File: src/rtl/servo_et_pkg.sv
package servo_et_pkg;

  localparam int unsigned PosW       = 12;
  localparam int unsigned LoopW      = 20;
  localparam int unsigned TpcW       = 16;
  localparam int unsigned MaxOnW     = 23;
  localparam int unsigned PeriodW    = 26;
  localparam int unsigned CntW       = 27;
  localparam int unsigned BudgetW    = 25;
  localparam int unsigned ProdW      = PosW + TpcW;
  localparam int unsigned SumW       = ProdW + 2;
  localparam int unsigned CfgDataW   = 26;
  localparam int unsigned CfgIdxW    = 3;

  localparam logic [LoopW-1:0]   LoopTimeRst  = 20'd10000;
  localparam logic [PosW-1:0]    MinPosRst    = 12'd500;
  localparam logic [PosW-1:0]    MaxPosRst    = 12'd2500;
  localparam logic [TpcW-1:0]    TpcRst       = 16'd8000;
  localparam logic [MaxOnW-1:0]  MaxOnRst     = 23'd5000000;
  localparam logic [PeriodW-1:0] PeriodRst    = 26'd60000000;

  typedef enum logic [CfgIdxW-1:0] {
    CFG_LOOP_TIME      = 3'd0,
    CFG_MIN_POSITION   = 3'd1,
    CFG_MAX_POSITION   = 3'd2,
    CFG_TIME_PER_COUNT = 3'd3,
    CFG_MAX_ON_TIME    = 3'd4,
    CFG_RECHECK_PERIOD = 3'd5
  } cfg_idx_e;

endpackage

File: src/rtl/servo_energize_timeout.sv
// Servo drive with an on-time budget. Each accepted command is one service-loop tick and
// yields exactly one result: the command clamped to the min/max window while the budget is
// positive, else width zero with drive_on_o low. Movement of the command tops the budget up
// by distance times time_per_count, capped at max_on_time; unknown position (after reset and
// once per recheck period) loads the full budget. The block takes one command per clock while
// out_ready_i does not stall it, through an input register, a stage that clamps, forms the
// distance product and advances the recheck counter, and the result register, where the budget
// update closes its loop combinationally. The user must write configuration through cfg_we_i/
// cfg_idx_i/cfg_data_i only while no command is in flight; the block does not enforce this.
module servo_energize_timeout
  import servo_et_pkg::*;
(
  input  logic                clk_i,
  input  logic                rst_ni,
  input  logic                cfg_we_i,
  input  logic [CfgIdxW-1:0]  cfg_idx_i,
  input  logic [CfgDataW-1:0] cfg_data_i,
  input  logic                in_valid_i,
  output logic                in_ready_o,
  input  logic [PosW-1:0]     cmd_position_i,
  output logic                out_valid_o,
  input  logic                out_ready_i,
  output logic [PosW-1:0]     drive_width_o,
  output logic                drive_on_o
);

  // configuration
  logic [LoopW-1:0]   loop_time_q;
  logic [PosW-1:0]    min_pos_q;
  logic [PosW-1:0]    max_pos_q;
  logic [TpcW-1:0]    tpc_q;
  logic [MaxOnW-1:0]  max_on_q;
  logic [PeriodW-1:0] period_q;

  always_ff @(posedge clk_i or negedge rst_ni) begin
    if (!rst_ni) begin
      loop_time_q <= LoopTimeRst;
      min_pos_q   <= MinPosRst;
      max_pos_q   <= MaxPosRst;
      tpc_q       <= TpcRst;
      max_on_q    <= MaxOnRst;
      period_q    <= PeriodRst;
    end else if (cfg_we_i) begin
      unique case (cfg_idx_e'(cfg_idx_i))
        CFG_LOOP_TIME:      loop_time_q <= cfg_data_i[LoopW-1:0];
        CFG_MIN_POSITION:   min_pos_q   <= cfg_data_i[PosW-1:0];
        CFG_MAX_POSITION:   max_pos_q   <= cfg_data_i[PosW-1:0];
        CFG_TIME_PER_COUNT: tpc_q       <= cfg_data_i[TpcW-1:0];
        CFG_MAX_ON_TIME:    max_on_q    <= cfg_data_i[MaxOnW-1:0];
        CFG_RECHECK_PERIOD: period_q    <= cfg_data_i[PeriodW-1:0];
        default: ;
      endcase
    end
  end

  // pipeline control
  logic s1_valid_q, s2_valid_q, out_valid_q;
  logic s1_adv, s2_adv, out_adv;

  assign out_adv    = s2_valid_q && (!out_valid_q || out_ready_i);
  assign s2_adv     = s1_valid_q && (!s2_valid_q || out_adv);
  assign in_ready_o = !s1_valid_q || s2_adv;

  always_ff @(posedge clk_i or negedge rst_ni) begin
    if (!rst_ni) begin
      s1_valid_q  <= 1'b0;
      s2_valid_q  <= 1'b0;
      out_valid_q <= 1'b0;
    end else begin
      if (in_ready_o) begin
        s1_valid_q <= in_valid_i;
      end
      if (s2_adv || out_adv) begin
        s2_valid_q <= s2_adv;
      end
      if (out_adv || out_ready_i) begin
        out_valid_q <= out_adv;
      end
    end
  end

  // stage 1: input register
  logic [PosW-1:0] s1_cmd_q;

  always_ff @(posedge clk_i) begin
    if (in_ready_o && in_valid_i) begin
      s1_cmd_q <= cmd_position_i;
    end
  end

  // stage 1 logic: clamp, distance product, recheck counter
  logic [PosW-1:0]  prev_q;
  logic [CntW-1:0]  cnt_q;
  logic             pos_valid_q;
  logic [PosW-1:0]  clamp_lo, clamp_pos, move_dist;
  logic [ProdW-1:0] prod;
  logic [CntW-1:0]  cnt_sum;
  logic             wrap;

  always_comb begin
    clamp_lo  = (s1_cmd_q < min_pos_q) ? min_pos_q : s1_cmd_q;
    clamp_pos = (clamp_lo > max_pos_q) ? max_pos_q : clamp_lo;
    move_dist = (s1_cmd_q > prev_q) ? (s1_cmd_q - prev_q) : (prev_q - s1_cmd_q);
    prod      = {{TpcW{1'b0}}, move_dist} * {{PosW{1'b0}}, tpc_q};
    cnt_sum   = cnt_q + {{(CntW-LoopW){1'b0}}, loop_time_q};
    wrap      = cnt_sum >= {{(CntW-PeriodW){1'b0}}, period_q};
  end

  always_ff @(posedge clk_i or negedge rst_ni) begin
    if (!rst_ni) begin
      prev_q      <= '0;
      cnt_q       <= '0;
      pos_valid_q <= 1'b0;
    end else if (s2_adv) begin
      prev_q      <= clamp_pos;
      cnt_q       <= wrap ? '0 : cnt_sum;
      pos_valid_q <= 1'b1;
    end
  end

  // stage 2 register
  logic [PosW-1:0]  s2_pos_q;
  logic [ProdW-1:0] s2_prod_q;
  logic             s2_load_q;
  logic             s2_moved_q;

  always_ff @(posedge clk_i) begin
    if (s2_adv) begin
      s2_pos_q   <= clamp_pos;
      s2_prod_q  <= prod;
      s2_load_q  <= wrap || !pos_valid_q;
      s2_moved_q <= s1_cmd_q != prev_q;
    end
  end

  // stage 2 logic: budget update
  logic signed [BudgetW-1:0] budget_q, budget_d, budget_mid;
  logic signed [SumW-1:0]    sum, max_ext, sat;
  logic                      budget_pos;

  always_comb begin
    sum     = {{(SumW-BudgetW){budget_q[BudgetW-1]}}, budget_q}
            + $signed({2'b00, s2_prod_q});
    max_ext = $signed({{(SumW-MaxOnW){1'b0}}, max_on_q});
    sat     = (sum > max_ext) ? max_ext : sum;
    priority if (s2_load_q) begin
      budget_mid = $signed({{(BudgetW-MaxOnW){1'b0}}, max_on_q});
    end else if (s2_moved_q) begin
      budget_mid = sat[BudgetW-1:0];
    end else begin
      budget_mid = budget_q;
    end
    budget_pos = !budget_mid[BudgetW-1] && (budget_mid != '0);
    budget_d   = budget_pos
               ? budget_mid - $signed({{(BudgetW-LoopW){1'b0}}, loop_time_q})
               : '0;
  end

  always_ff @(posedge clk_i or negedge rst_ni) begin
    if (!rst_ni) begin
      budget_q <= '0;
    end else if (out_adv) begin
      budget_q <= budget_d;
    end
  end

  // result register
  logic [PosW-1:0] drive_width_q;
  logic            drive_on_q;

  always_ff @(posedge clk_i) begin
    if (out_adv) begin
      drive_width_q <= budget_pos ? s2_pos_q : '0;
      drive_on_q    <= budget_pos;
    end
  end

  assign out_valid_o   = out_valid_q;
  assign drive_width_o = drive_width_q;
  assign drive_on_o    = drive_on_q;

`ifndef ASSERT_OFF
  a_off_zero_width: assert property (@(posedge clk_i) disable iff (!rst_ni)
    out_valid_o && !drive_on_o |-> drive_width_o == '0)
    else $error("de-energized result carries nonzero width");

  a_off_clears_budget: assert property (@(posedge clk_i) disable iff (!rst_ni)
    out_adv && !budget_pos |=> budget_q == '0)
    else $error("budget not cleared after de-energized tick");

  a_pos_known: assert property (@(posedge clk_i) disable iff (!rst_ni)
    s2_adv |=> pos_valid_q)
    else $error("position not marked known after a tick");
`endif

endmodule

File: config.mk
export PLATFORM = sky130hd
export DESIGN_NAME = servo_energize_timeout
export DESIGN_NICKNAME = d
export VERILOG_FILES = /design/src/rtl/servo_et_pkg.sv /design/src/rtl/servo_energize_timeout.sv
export SDC_FILE = /design/constraint.sdc
export NUM_CORES = 1
export LEC_CHECK = 0
export BUFFER_PORTS_ARGS = -buffer_cell sky130_fd_sc_hd__buf_2
export CAP_MARGIN = 20
export CORE_MARGIN = 1.5
export CORE_UTILIZATION = 60
export DETAILED_ROUTE_END_ITERATION = 12
export GPL_TIMING_DRIVEN = 0
export HOLD_SLACK_MARGIN = 0.03
export PLACE_DENSITY_LB_ADDON = 0.25
export SLEW_MARGIN = 10
export SYNTH_ARGS = -nofsm -noshare
export SYNTH_HDL_FRONTEND = slang
export SYNTH_SLANG_ARGS = --single-unit
File: constraint.sdc
create_clock -name clk_i -period 18.73 [get_ports clk_i]
set_input_delay 0.9365 -clock clk_i [delete_from_list [all_inputs] [get_ports clk_i]]
set_output_delay 0.9365 -clock clk_i [all_outputs]
set_load 0.02 [all_outputs]
Yosys cells after proc, flatten, opt, wreduce, memory -nomap -nowiden. Cells that the tools add are included.

Order comparisons: 5. Add/subtract/negate cells: 5. Multiplexer cells: 8. Reductions and logical operators: 23. Multipliers: 1. Equal/unequal tests: 6.

Operator list (number): 2-to-1 mux 25 bit (4); 2-to-1 mux 12 bit (3); adder 25 x 29 -> 30 bit (1); > comparator 30 x 24 -> 1 bit (1); multiplier 12 x 16 -> 28 bit (1); adder 27 x 20 -> 27 bit (1); >= comparator 27 x 26 -> 1 bit (1); 2-to-1 mux 27 bit (1); nonzero test 25 bit (1); subtractor 25 x 20 -> 25 bit (1); > comparator 12 bit (2); subtractor 12 bit (2); less-than comparator 12 bit (1); != test 12 bit (1); AND reduction 2 bit (6); == test 3 x 2 -> 1 bit (second input constant) (2); == test 3 bit (second input constant) (2); logical OR 1 bit (6); zero test 1 bit (5); logical AND 1 bit (4); == test 3 x 1 -> 1 bit (second input constant) (1); zero test 3 bit (1).

Output and inout port bits: 15. Flip-flop bits (word level): 244. Input port bits: 46.

Logic depth before layout (Yosys ltp).
Depth after elaboration: 8. Depth in mapped cells: 43. Depth with buffers taken out: 42.

Least setup slack after synthesis. No wires, ideal clock.

Path type: register to register. Start point: reg s1_cmd_q[0]. End point: reg s2_prod_q[27], data pin. Arrival: 8.786 ns. Required time: 18.470 ns. Setup slack: 9.684 ns. Library setup time: 0.260 ns. Cell stages (with the launch flop): 38. Cell sequence: edfxtp_1 -> inv_1 -> ha_1 -> inv_1 -> fa_1 -> a21o_1 -> a21o_1 -> a21oi_1 -> o21bai_1 -> a21o_1 -> a21oi_1 -> o21ai_0 -> o31a_1 -> clkbuf_1 -> o211ai_1 -> a21boi_0 -> o31ai_1 -> nor3b_1 -> [2 not listed] -> and2_1 -> fa_1 -> fa_1 -> fa_1 -> fa_1 -> inv_1 -> fa_1 -> inv_1 -> ha_1 -> nor3_1 -> nor2_1 -> a31oi_1 -> a211oi_1 -> a41o_1 -> or4_1 -> a41o_1 -> a21oi_1 -> xnor2_1.

Cells in the longest elaborated chain, start to end: 3. Elaborated cells on any way between the ends: 5.

RTL lines: from (decl) (line servo_energize_timeout.sv:83) `logic [PosW-1:0] s1_cmd_q;`; from (signal assigned) (line servo_energize_timeout.sv:87) `s1_cmd_q <= cmd_position_i;`; subtractor 12 bit or > comparator 12 bit (tied branches) (line servo_energize_timeout.sv:103) `move_dist = (s1_cmd_q > prev_q) ? (s1_cmd_q - prev_q) : (prev_q - s1_cmd_q);`; 2-to-1 mux 12 bit (*) (line servo_energize_timeout.sv:103); multiplier 12 x 16 -> 28 bit (*) (line servo_energize_timeout.sv:104) `prod = {{TpcW{1'b0}}, move_dist} * {{PosW{1'b0}}, tpc_q};`; net prod[27] (line servo_energize_timeout.sv:96) `logic [ProdW-1:0] prod;`; to (signal assigned) (line servo_energize_timeout.sv:130) `s2_prod_q <= prod;`; to (decl) (line servo_energize_timeout.sv:123) `logic [ProdW-1:0] s2_prod_q;`.

Mark *: on every way through the listed nets, which the timed path passes. The rest lies on a longest branch. A chain may end at the register's enable or synchronous reset.

Final worst setup path. Ends and elaborated chain as after synthesis.

==> run metrics <==
outcome finished, final reports clean; H-tree lvl count 1; P&R area growth vs syn 8.92%; Routed WL 61000 um; DR iter-0 viols 1652; Main synth FF type dfrtp_1; HPWL after DPL 47500 um; crit-path max FO 10; Post-Route Setup TNS 0 ns; # fillers 2952; GRT Util Overall 32.3%; CTS tree yes; Synth top area share 15.3%; ANT nets after route 0; Worst Tran Pin Value 0.972 ns; core area 36600 um2; Routed wire per std cell 20.4 um; Syn Nets 2828; fin. max-slew vios 0; HP Class primary input to async pin; fin nets 2921; IO Pins 61; first-pass GRT wire length 97400 um; remaining global-route overflow 0; root buffer cell clkbuf_16; Setup Crit Path Kind register to register; Required @ worst endpoint 19.03 ns; startpoint types register; CP max-delay cell nor4_2; Worst-path clk slew 0.06 ns; syn avg cell area 9.28 um2; most used cell, CP fa_1; number of setup buffers added after CTS 0; clk sink count 244; Worst EP arrival 11.00 ns; DR vias 18100; Ys Warns 0; share of layout cells above drive strength 1 9.95%; async set-reset flop share out of synthesis 72.5%; vias in the first global route 18300; via density per instance 6.05; register area share after synthesis 29.1%; Worst-Skew Late Latency 0.56 ns; post-cts hold buffer count 0; period utilization 57.1%; Post-Syn Area 22300 um2; row count 70; Final Setup Violations 0; post-CTS sizing 0; Rel. slew slack 33.5%; Distinct cells, synth 79; Initial Util 61.0%; drt pass-1 iters 5; die area 38400 um2; number of flops mapped to enable cells by yosys 67; initial antenna violation count 2; Post-Syn Instances 2407; TritonCTS Buffers 29; post-route cell area 24300 um2; worst hold slack 0.324 ns; CP Capture Type register; final hold violations 0; largest area contributor in the netlist dfrtp_1; Residual DRC 0; Period minus WS final 10.69 ns; Worst Skew 0.0162 ns; largest net degree at the start of global routing 113; placed cell area 23300 um2; Max clock buf depth 3; Post-synth top cells 348 x inv_1, 289 x nand2_1, 230 x ha_1; Die X 196 um; dominant cell by count in the synthesized netlist inv_1; r2r setup slk 8.04 ns; Max Cap Viol 0; largest cells by area after synthesis dfrtp_1 15%, fa_1 13%, ha_1 13%, edfxtp_1 9.0%, inv_1 5.8%; RSZ-0062 raised after global routing no; register bit total from synthesis 244; RD Place Congestion 0.955; Die H 196 um; PortBufs 59; FMAX 0.0935 GHz; CP max stage delay 0.82 ns
-- area by class of cell --
type | count | area [um2] | area share (%)
Inverter | 348 | 1310 | 5.37
Clock buffer | 35 | 821 | 3.37
Antenna cell | 1 | 2.50 | 0.0103
Clock inverter | 18 | 213 | 0.874
Tap cell | 468 | 586 | 2.41
Sequential cell | 244 | 6490 | 26.7
Timing Repair Buffer | 62 | 358 | 1.47
Multi-Input combinational cell | 1721 | 14100 | 58.1
Buffer | 94 | 409 | 1.68
-- cells in the final DEF (no fill, tap or decap), types with 67 or more instances in the layout --
master | synthesis | layout
inv_1 | 348 | 348
nand2_1 | 289 | 289
ha_1 | 230 | 230
fa_1 | 145 | 145
dfrtp_1 | 137 | 137
o21ai_0 | 133 | 133
a21oi_1 | 92 | 92
clkbuf_1 | 82 | 82
and2_1 | 74 | 74
nor2_1 | 72 | 72
edfxtp_1 | 67 | 67
-- worst max-delay path: cells and delay by family (launching register included) --
kind / cells / cell delay (ns)
flops: 1 / 0.48
simple gates: 5 / 1.83
buf+inv: 6 / 0.96
xor+xnor: 1 / 0.09
fa+ha+maj: 8 / 3.40
compound gates: 17 / 3.67
-- per-stage QoR --
stage,worst slack (ns),util (%),instances
after detailed placement,8.20,63.6,2936
after CTS,8.17,66.4,2989
after global placement,7.96,63.4,2934
after floorplan,9.68,-,2407
after global routing,7.24,66.4,2990
final,8.04,66.5,2991
-- state kept, by name (all words and copies together) (netlist names), 16 cells and up --
| signal | count |
|---|---|
| cnt_q | 27 |
| tpc_q | 16 |
| loop_time_q | 20 |
| period_q | 26 |
| max_on_q | 23 |
| s2_prod_q | 28 |
| budget_q | 25 |
-- layer usage --
metal | up-vias | global-route usage, % | wire (um)
li1 | 8389 | - | -
met1 | 8864 | 43.8 | 25900
met2 | 673 | 52.9 | 28400
met3 | 159 | 5.24 | 4530
met4 | 2 | 11.1 | 2140
met5 | - | 0 | 16
-- kinds of logic (layout without fill, tap and decap cells) --
group | after synthesis | count (layout) | synth area share (%)
compound gates | 493 | 493 | 14.8
xor+xnor | 89 | 89 | 3.49
fa+ha+maj | 375 | 375 | 25.9
buf+inv | 442 | 557 | 7.67
flops | 244 | 244 | 29.1
mux | 86 | 86 | 4.18
other cells | 0 | 1 | 0
simple gates | 678 | 678 | 14.9
-- final timing paths --
check,startpoint,cells past startpoint,endpoint
max in group asynchronous,rst_ni,2,max_pos_q[9]
worst max register to register,s1_cmd_q[0],37,s2_prod_q[27]
worst min-delay path,rst_ni,1,budget_q[21]
worst max-delay path,s1_cmd_q[0],37,s2_prod_q[27]
min in group clk_i,cnt_q[18],2,cnt_q[18]
worst min register to register,cnt_q[18],2,cnt_q[18]
Power is not shown: default switching activity piles up to over one toggle a cycle in this logic, so the estimate is an artifact.
